$ cat src/mrfp_pkg.sv
// Shared types and constants for the motor response frame parser.
package mrfp_pkg;

    localparam logic [7:0] SUFFIX_BYTE   = 8'h6B;
    localparam logic [7:0] FN_POSITION   = 8'h36;
    localparam logic [7:0] CODE_ACCEPTED = 8'h02;
    localparam logic [7:0] CODE_REACHED  = 8'h9F;
    localparam logic [7:0] CODE_PROT_A   = 8'hE2;
    localparam logic [7:0] CODE_PROT_B   = 8'hEE;

    localparam logic [3:0] LEN_UNKNOWN   = 4'd0;
    localparam logic [3:0] LEN_CONTROL   = 4'd4;
    localparam logic [3:0] LEN_POSITION  = 4'd8;

    // bytes held before the closing byte of the longest frame
    localparam int unsigned BUF_DEPTH    = 7;

    localparam logic [7:0] DEV_ADDR_RESET = 8'h01;
    localparam int unsigned REG_DEVICE_ADDRESS = 0;

    typedef enum logic [2:0] {
        KIND_NONE       = 3'd0,
        KIND_POSITION   = 3'd1,
        KIND_ACCEPTED   = 3'd2,
        KIND_REACHED    = 3'd3,
        KIND_PROTECTION = 3'd4,
        KIND_PROTOCOL   = 3'd5
    } kind_t;

    typedef logic [BUF_DEPTH-1:0][7:0] frame_bytes_t;

    typedef struct packed {
        kind_t       kind;
        logic        pos_we;
        logic [31:0] pos_value;
        logic        ctrl_we;
    } decode_t;

endpackage

$ cat src/motor_response_frame_parser.sv
// Top level of the motor response frame parser: byte tracking, state and handshakes.
//
//   channel   direction  handshake                 payload
//   rx        in         in_valid / in_stall       rx_byte
//   response  out        out_valid / out_stall     response_kind, position, position_count,
//                                                  control_function, control_code
//   config    in         APB psel/penable/pwrite   device_address at offset 0
//
// One request per cycle sustained while the result is not stalled; each byte is held in the input
// register and is decoded on its way into the result register.
// Reset clears the parser, the position, counters and records; device_address goes to 1.
// A stalled result holds its register; the input register still takes one more request.
module motor_response_frame_parser
    import mrfp_pkg::*;
(
    input  logic                clk,
    input  logic                rst_n,

    input  logic                in_valid,
    output logic                in_stall,
    input  logic [7:0]          rx_byte,

    output logic                out_valid,
    input  logic                out_stall,
    output logic [2:0]          response_kind,
    output logic signed [31:0]  position,
    output logic [31:0]         position_count,
    output logic [7:0]          control_function,
    output logic [7:0]          control_code,

    input  logic                psel,
    input  logic                penable,
    input  logic                pwrite,
    input  logic [2:0]          paddr,
    input  logic [31:0]         pwdata,
    output logic [31:0]         prdata,
    output logic                pready
);

    logic         in_valid_reg;
    logic [7:0]   in_byte_reg;
    logic         out_valid_reg;
    kind_t        kind_reg;
    kind_t        kind_next;

    logic [7:0]   device_address_reg;
    logic [3:0]   byte_count_reg;
    logic [3:0]   byte_count_next;
    logic [3:0]   frame_length_reg;
    logic [3:0]   frame_length_next;
    frame_bytes_t frame_reg;
    logic [31:0]  position_reg;
    logic [31:0]  position_counter_reg;
    logic [7:0]   last_function_reg;
    logic [7:0]   last_code_reg;

    logic         advance;
    logic         accept;
    logic         process;
    logic         take;
    logic [3:0]   count_inc;
    logic         done;
    logic         cfg_write;
    decode_t      dec;

    // ---------------- handshakes ----------------
    assign advance  = !out_valid_reg || !out_stall;
    assign in_stall = in_valid_reg && !advance;
    assign accept   = in_valid && !in_stall;
    assign process  = advance && in_valid_reg;

    always_ff @(posedge clk or negedge rst_n)
    begin
        if (!rst_n)
        begin
            in_valid_reg  <= 1'b0;
            out_valid_reg <= 1'b0;
            kind_reg      <= KIND_NONE;
        end
        else
        begin
            if (accept)
                in_valid_reg <= 1'b1;
            else if (advance)
                in_valid_reg <= 1'b0;
            if (advance)
            begin
                out_valid_reg <= in_valid_reg;
                kind_reg      <= kind_next;
            end
        end
    end

    always_ff @(posedge clk)
    begin
        if (accept)
            in_byte_reg <= rx_byte;
    end

    // ---------------- configuration ----------------
    assign pready    = 1'b1;
    assign cfg_write = psel && penable && pwrite && pready
                       && (paddr[2] == 1'(REG_DEVICE_ADDRESS));
    assign prdata    = (paddr[2] == 1'(REG_DEVICE_ADDRESS)) ? {24'd0, device_address_reg}
                                                             : 32'd0;

    always_ff @(posedge clk or negedge rst_n)
    begin
        if (!rst_n)
            device_address_reg <= DEV_ADDR_RESET;
        else if (cfg_write)
            device_address_reg <= pwdata[7:0];
    end

    // ---------------- frame tracking ----------------
    assign take      = (byte_count_reg != 4'd0) || (in_byte_reg == device_address_reg);
    assign count_inc = byte_count_reg + 4'd1;
    assign done      = take && (frame_length_reg != LEN_UNKNOWN)
                       && (count_inc >= frame_length_reg);

    mrfp_decode u_decode (
        .frame     (frame_reg),
        .last_byte (in_byte_reg),
        .dev_addr  (device_address_reg),
        .frame_len (frame_length_reg),
        .result    (dec)
    );

    always_comb
    begin
        byte_count_next   = byte_count_reg;
        frame_length_next = frame_length_reg;
        kind_next         = KIND_NONE;
        if (take)
        begin
            byte_count_next = count_inc;
            if (count_inc == 4'd2)
                frame_length_next = (in_byte_reg == FN_POSITION) ? LEN_POSITION : LEN_CONTROL;
            if (done)
            begin
                kind_next         = dec.kind;
                byte_count_next   = 4'd0;
                frame_length_next = LEN_UNKNOWN;
            end
        end
    end

    always_ff @(posedge clk or negedge rst_n)
    begin
        if (!rst_n)
        begin
            byte_count_reg       <= 4'd0;
            frame_length_reg     <= LEN_UNKNOWN;
            position_reg         <= 32'd0;
            position_counter_reg <= 32'd0;
            last_function_reg    <= 8'd0;
            last_code_reg        <= 8'd0;
        end
        else if (process)
        begin
            byte_count_reg   <= byte_count_next;
            frame_length_reg <= frame_length_next;
            if (done && dec.pos_we)
            begin
                position_reg         <= dec.pos_value;
                position_counter_reg <= position_counter_reg + 32'd1;
            end
            if (done && dec.ctrl_we)
            begin
                last_function_reg <= frame_reg[1];
                last_code_reg     <= frame_reg[2];
            end
        end
    end

    always_ff @(posedge clk)
    begin
        if (process && take && (byte_count_reg < 4'(BUF_DEPTH)))
            frame_reg[byte_count_reg[2:0]] <= in_byte_reg;
    end

    // state only moves when the result register loads, so it matches the held result
    assign out_valid        = out_valid_reg;
    assign response_kind    = kind_reg;
    assign position         = position_reg;
    assign position_count   = position_counter_reg;
    assign control_function = last_function_reg;
    assign control_code     = last_code_reg;

    // ---------------- assertions ----------------
    a_count_range: assert property (@(posedge clk) disable iff (!rst_n)
        byte_count_reg < 4'd8)
        else $error("byte count out of range");

    a_len_known: assert property (@(posedge clk) disable iff (!rst_n)
        (byte_count_reg >= 4'd2) == (frame_length_reg != LEN_UNKNOWN))
        else $error("frame length not in step with byte count");

    a_len_legal: assert property (@(posedge clk) disable iff (!rst_n)
        frame_length_reg == LEN_UNKNOWN || frame_length_reg == LEN_CONTROL
        || frame_length_reg == LEN_POSITION)
        else $error("illegal frame length");

    a_pos_count: assert property (@(posedge clk) disable iff (!rst_n)
        (process && kind_next == KIND_POSITION)
        |=> (position_counter_reg == $past(position_counter_reg) + 32'd1)
            && (kind_reg == KIND_POSITION))
        else $error("position reply did not advance the counter");

endmodule

$ cat src/mrfp_decode.sv
// Decode of a completed response frame: suffix/address check, position and status sort.
module mrfp_decode
    import mrfp_pkg::*;
(
    input  frame_bytes_t frame,
    input  logic [7:0]   last_byte,
    input  logic [7:0]   dev_addr,
    input  logic [3:0]   frame_len,
    output decode_t      result
);

    logic        frame_ok;
    logic [31:0] magnitude;
    logic [7:0]  code;

    assign frame_ok  = (frame[0] == dev_addr) && (last_byte == SUFFIX_BYTE);
    assign magnitude = {frame[3], frame[4], frame[5], frame[6]};
    assign code      = frame[2];

    always_comb
    begin
        result.kind      = KIND_PROTOCOL;
        result.pos_we    = 1'b0;
        result.pos_value = (code != 8'd0) ? (32'd0 - magnitude) : magnitude;
        result.ctrl_we   = 1'b0;
        if (frame_len == LEN_POSITION)
        begin
            if (frame_ok)
            begin
                result.kind   = KIND_POSITION;
                result.pos_we = 1'b1;
            end
        end
        else if (frame_ok)
        begin
            result.ctrl_we = 1'b1;
            case (code) inside
                CODE_ACCEPTED:            result.kind = KIND_ACCEPTED;
                CODE_REACHED:             result.kind = KIND_REACHED;
                CODE_PROT_A, CODE_PROT_B: result.kind = KIND_PROTECTION;
                default:                  result.kind = KIND_PROTOCOL;
            endcase
        end
    end

endmodule
$ cat config.mk
export PLATFORM = sky130hd
export DESIGN_NAME = motor_response_frame_parser
export DESIGN_NICKNAME = d
export VERILOG_FILES = /design/src/mrfp_pkg.sv /design/src/motor_response_frame_parser.sv /design/src/mrfp_decode.sv
export SDC_FILE = /design/constraint.sdc
export NUM_CORES = 1
export LEC_CHECK = 0
export BUFFER_PORTS_ARGS = -buffer_cell sky130_fd_sc_hd__buf_2
export CAP_MARGIN = 10
export CORE_AREA = 3 3 147 149
export CTS_CLUSTER_DIAMETER = 100
export DETAILED_ROUTE_END_ITERATION = 10
export DIE_AREA = 0 0 150 152
export PLACE_DENSITY = 0.57
export SLEW_MARGIN = 15
export SYNTH_ARGS = -nofsm -noshare
export SYNTH_HDL_FRONTEND = slang
export SYNTH_SLANG_ARGS = --single-unit
$ cat constraint.sdc
create_clock -name clk -period 4.75 [get_ports clk]
set_clock_uncertainty 0.1 [all_clocks]
set_input_delay 0.95 -clock clk [delete_from_list [all_inputs] [get_ports clk]]
set_output_delay 0.95 -clock clk [all_outputs]
set_load 0.03 [all_outputs]
[After elaboration in Yosys (flattened, before gate mapping)]
Index checks and enable logic that the tools add are counted.
Word-level totals
  flip-flop bits (word level): 165
  word-level logic and storage cells: 88
Operators by class
  add/sub/neg operators: 3
  $lt $le $gt $ge: 4
  equality and inequality tests: 10
  mux-type cells: 22
  bitwise logic cells: 1
  reductions and logical operators: 30
Operator list (count)
  bitwise mux 56 bit: 1
  adder 32 x 1 -> 32 bit (second input constant): 1
  two-way mux 32 bit: 1
  subtractor 1 x 32 -> 32 bit (first input constant): 1
  demux 8 bit (select 3 bit): 1
  equality test 8 bit (second input constant): 3
  two-way mux 4 bit: 5
  two-way mux 3 bit: 6
  equality test 8 bit: 2
  two-way mux 8 bit: 2
  logical AND 1 bit: 14
  equality test 8 x 2 -> 1 bit (second input constant): 1
  equality test 8 x 6 -> 1 bit (second input constant): 1
  equality test 8 x 7 -> 1 bit (second input constant): 1
  nonzero test 4 bit: 2
  nonzero test 8 bit: 1
  two-way mux 1 bit: 6
  AND reduction 2 bit: 3
  adder 4 x 1 -> 4 bit (second input constant): 1
  equality test 4 x 2 -> 1 bit (second input constant): 1
  equality test 4 bit (second input constant): 1
  greater-or-equal comparator 4 bit: 1
  zero test 1 bit: 4
  less-than comparator 3 x 4 -> 1 bit (second input constant): 1
  7 further kinds: 9

[Logic depth before layout (Yosys ltp)]
  depth after elaboration: 9
  gate-level depth with buffers: 10
  mapped depth without buffers: 8

[Modules after synthesis]
From an unflattened synthesis, not the netlist that was laid out.
Second synthesis, totals
  cells, all modules: 571
  area, all modules: 7498.4 um2
Modules (own cells, without submodules)
  motor_response_frame_parser: times used 1, cells each 436, area an instance 6537.5 um2
  mrfp_decode: times used 1, cells each 135, area an instance 960.9 um2

[Worst setup path after synthesis]
Ideal clock, no wire load.
  path type: input -> register
  from: in out_stall
  to: reg frame_reg[40] (netlist bit) (enable)
  setup time: 0.395 ns
  arrival: 2.525 ns
  required time: 4.255 ns
  slack: 1.730 ns
  cell stages on the path: 5
  path buffers: 0
  cells stage by stage: nand2_1 and2_0 nand2_1 nor3_1 nor4bb_1
Between the ends
  cells in the longest elaborated chain, start to end: 5
Ends and longest elaborated chain
  start, declared: line motor_response_frame_parser.sv:24  | input logic out_stall,
  zero test 1 bit: line motor_response_frame_parser.sv:67  | assign advance = !out_valid_reg || !out_stall;
  logical OR 1 bit: line motor_response_frame_parser.sv:67
  logical AND 1 bit: line motor_response_frame_parser.sv:70  | assign process = advance && in_valid_reg;
  logical AND 1 bit (2 in a row): line motor_response_frame_parser.sv:178  | if (process && take && (byte_count_reg < 4'(BUF_DEPTH)))
  end signal, assigned by index: line motor_response_frame_parser.sv:179  | frame_reg[byte_count_reg[2:0]] <= in_byte_reg;
  end, declared: line motor_response_frame_parser.sv:51  | frame_bytes_t frame_reg;
No other way between the ends.
A chain may end at the register's enable or synchronous reset.

[Worst setup path in the final report]
  from: reg byte_count_reg[1]
  to: reg last_code_reg[1], in the netlist control_code[1]
Between the ends
  cells in the longest elaborated chain, start to end: 6
  elaborated cells on any way between the ends: 8
  those cells by class: add/sub: 1; order compare: 1; reduce/logical: 6
Ends and longest elaborated chain
  start, declared: line motor_response_frame_parser.sv:47  | logic [3:0] byte_count_reg;
  start signal, assigned: line motor_response_frame_parser.sv:161  | byte_count_reg <= byte_count_next;
  parallel branches: the longest is 3 deep, another holds adder 4 x 1 -> 4 bit
  logical AND 1 bit *: line motor_response_frame_parser.sv:119  | && (count_inc >= frame_length_reg);
  logical AND 1 bit *: line motor_response_frame_parser.sv:168  | if (done && dec.ctrl_we)
  AND reduction 2 bit (no source line) *
  end signal, assigned: line motor_response_frame_parser.sv:171  | last_code_reg <= frame_reg[2];
  end, declared: line motor_response_frame_parser.sv:55  | logic [7:0] last_code_reg;
Every way passes the cells marked *.

==> results.sh <==
export IMPL_worstPathRequired_ns=4.96
export IMPL_die_area_um2=22800
export IMPL_fin_hold_ws_ns=0.367
export IMPL_drc=0
export IMPL_critical_path_max_fanout=16
export IMPL_max_slew_margin_rel=0.347
export IMPL_antenna_found_initial=0
export IMPL_critPathSlowestCell="or3_1"
export IMPL_synth_xor_area_frac=0.0927
export IMPL_antenna_left=0
export IMPL_start_util=0.368
export IMPL_seqPwrFrac=0.503
export IMPL_synth_area_per_cell_um2=11.9
export IMPL_cts_max_level=4
export IMPL_yosysSeqAreaShare=0.590
export IMPL_p_comb_frac=0.133
export IMPL_powerDensity_nw_per_um2=377
export IMPL_fin_nets=812
export IMPL_rows=52
export IMPL_clock_latency_ns=0.43
export IMPL_min_period_ns=3.71
export IMPL_p_int_w=0.00239
export IMPL_arrival_ns=3.92
export IMPL_grt_pass1_wl_um=25900
export IMPL_vdd_ir_drop_max_uv=247
export IMPL_stdcell_count=1038
export IMPL_crit_path_cell_trace="ha_1 -> xnor2_1 -> ha_1 -> nand2_1 -> a311oi_2 -> o211ai_2 -> or3_1 -> mux2_4"
export IMPL_crit_cells=8
export IMPL_swShare=0.282
export IMPL_syn_to_final_growth_pct=18.4
export IMPL_cpPeakStageDelay_ns=0.85
export IMPL_via_count=4951
export IMPL_netlist_instances=627
export IMPL_largest_reg_flops=56
export IMPL_drv_cap=0
export IMPL_die_y_um=152
export IMPL_wire_per_inst_um=15.7
export IMPL_final_setup_tns_ns=0
export IMPL_cp_end_kind="flip-flop"
export IMPL_num_antenna_cells=0
export IMPL_status="finished clean"
export IMPL_finalWeightedCongestion=0.797
export IMPL_fin_crit_sh=0.782
export IMPL_grt_pass1_vias=4828
export IMPL_synth_distinct_cells=56
export IMPL_crit_family="simple AND/OR/NAND/NOR gates"
export IMPL_synth_edf_count=64
export IMPL_clock_sinks=163
export IMPL_cts_root_buf="clkbuf_16"
export IMPL_yosysWarnings=0
export IMPL_clockPowerShare=0.364
export IMPL_synthMuxAreaShare=0.0501
export IMPL_synth_ff_type="dfrtp_1"
export IMPL_setup_violations=0
export IMPL_dp_cells=1006
export IMPL_async_flop_share=0.607
export IMPL_timing_hold_worst_path_depth=1
export IMPL_pin_count=168
export IMPL_hold_buffers=0
export IMPL_worstMarginPinSlew_ns=0.980
export IMPL_synth_simple_gate_area_share=0.156
export IMPL_drt_iter0_drc=276
export IMPL_core_um2=20300
export IMPL_synth_seq_cells=163
export IMPL_track_usage=0.145
export IMPL_overflow=0
export IMPL_worstSetupPathType="flip-flop to flip-flop"
export IMPL_synth_top_family_by_area="simple AND/OR/NAND/NOR gates"
export IMPL_final_hold_violation_count=0
export IMPL_syn_area_um2=7460
export IMPL_die_width_um=150
export IMPL_grt_max_degree=83
export IMPL_dp_hpwl_um=11300
export IMPL_rsz0062_at_grt="false"
export IMPL_p_leak_nw=3.96
export IMPL_drt_wl_total_um=16300
export IMPL_cts_clk_slew_worst_paths_ns=0.06
export IMPL_cts_setup_buffers=0
export IMPL_cts_inserted_buffers=17
export IMPL_crit_top_cell="ha_1"
export IMPL_synthAdderAreaFrac=0.0117
export IMPL_max_clock_freq_mhz=269
export IMPL_vias_per_cell=4.77
export IMPL_cts_tree="yes"
export IMPL_cts_resized=0
export IMPL_hp_class="flip-flop to flip-flop"
export IMPL_critical_path_buf_inv_count=0
export IMPL_critPathLaunchType="flip-flop"
export IMPL_numPortBuffers=116
export IMPL_synth_compound_area_frac=0.0538
export IMPL_dr_pass1_iters=4
export IMPL_clockBufferDepth=2
export IMPL_layout_drive_gt1_share=0.260
export IMPL_drv_slew=0
export IMPL_power_switching_w=0.000942
export IMPL_rr_worst_depth=8
==> layout by cell type, fill, tap and decap left out, types with 3 or more instances in the layout <==
cell type,Yosys,layout
buf_2,2,115
dfrtp_1,98,98
edfxtp_1,64,64
nand2_1,57,57
xnor2_1,45,45
nor2_1,36,36
o21ai_0,36,36
xor2_1,34,34
nor3_1,29,29
conb_1,2,25
nand3_1,20,20
a21oi_1,20,20
mux2_2,19,19
clkbuf_16,0,17
nor4_1,16,16
inv_1,15,15
nor2b_1,11,11
and3_1,10,10
mux2_4,10,10
buf_4,26,10
ha_1,7,7
nor3b_1,6,6
nand4_1,6,6
nand2b_1,4,4
clkinvlp_4,0,4
clkinv_2,0,4
or4_1,3,3
nand3b_1,3,3
or2_2,3,3
clkinv_4,0,3
==> power groups by stage <==
| stage | Clock, W | Sequential [W] | Combinational [W] |
|---|---|---|---|
| 2_1_floorplan | 0 | 0.00168 | 0.000330 |
| 3_3_place_gp | 0 | 0.00170 | 0.000443 |
| 3_5_place_dp | 0 | 0.00171 | 0.000444 |
| 4_1_cts | 0.00125 | 0.00168 | 0.000447 |
| 5_1_grt | 0.00131 | 0.00169 | 0.000495 |
| 6_report | 0.00121 | 0.00168 | 0.000443 |
==> layer usage <==
metal / track usage / up-vias / wire length, um
li1: - / 2432 / -
met1: 0.204 / 2348 / 7730
met2: 0.227 / 157 / 7400
met3: 0.0390 / 14 / 977
met4: 0.0327 / 0 / 150
met5: 0 / - / 0
==> metrics by stage <==
step                      utilization  instance area (um^2)  setup slack, ns  power (W)
after floorplan                     -                  7550             1.73    0.00201
after global placement          0.409                  8310             1.04    0.00214
after detailed placement        0.409                  8310             1.01    0.00215
after CTS                       0.435                  8830             1.02    0.00337
after global routing            0.435                  8830            0.823    0.00350
final                           0.435                  8830             1.04    0.00333
==> area by class of cell <==
class,instances,area (um^2)
clock buffer,19,433
inverter,15,56.3
fill,1954,11500
clock inverter,13,88.8
multi-input combinational,431,2840
tap,270,338
timing repair buffer,127,682
sequential,163,4400
==> cell usage after synthesis, drive strengths merged (2+ instances only) <==
| cell type | instances | area, um^2 |
|---|---|---|
| nand3b | 4 | 42.5 |
| nor2b | 11 | 68.8 |
| nor3 | 29 | 145 |
| and4 | 2 | 17.5 |
| nor4 | 17 | 113 |
| o211ai | 2 | 20.0 |
| nand2 | 57 | 214 |
| dfrtp | 98 | 2450 |
| a21oi | 20 | 100 |
| or2 | 3 | 18.8 |
| xor2 | 34 | 298 |
| a211oi | 2 | 20.0 |
| and2 | 2 | 12.5 |
| conb | 2 | 7.51 |
| and3 | 10 | 62.6 |
| clkbuf | 9 | 33.8 |
| buf | 32 | 244 |
| xnor2 | 45 | 394 |
| o32ai | 2 | 17.5 |
| nor2 | 36 | 135 |
| edfxtp | 64 | 1920 |
| nand4 | 6 | 37.5 |
| ha | 7 | 87.6 |
| or3 | 2 | 12.5 |
| nand2b | 4 | 25.0 |
| inv | 15 | 56.3 |
| nor4b | 3 | 32.5 |
| nand3 | 21 | 110 |
| o31ai | 2 | 15.0 |
| o21ai | 36 | 180 |
| or4 | 5 | 42.5 |
| nor3b | 6 | 45.0 |
| mux2 | 29 | 364 |
| nor4bb | 2 | 20.0 |
==> cells by family (layout without fill, tap and decap cells) <==
group / count (synthesis) / in the layout
XOR/XNOR: 79 / 79
adder cells (fa/ha/maj): 7 / 7
AND/OR/NAND/NOR: 221 / 221
buffers and inverters: 56 / 174
other: 2 / 25
flip-flops: 163 / 163
multiplexers: 30 / 30
AO/OA/AOI/OAI: 69 / 69
==> path summary, 6_finish.rpt <==
check | startpoint | endpoint | slack (ns)
max reg2reg | byte_count_reg[1] | control_code[1] | 1.04
min in group asynchronous | rst_n | position_count[8] | 0.48
min | position_count[31] | position_count[31] | 0.37
max in group asynchronous | rst_n | device_address_reg[0] | 3.25
min reg2reg | position_count[31] | position_count[31] | 0.37
max | byte_count_reg[1] | control_code[1] | 1.04
Power figures use the tool's default switching activity.
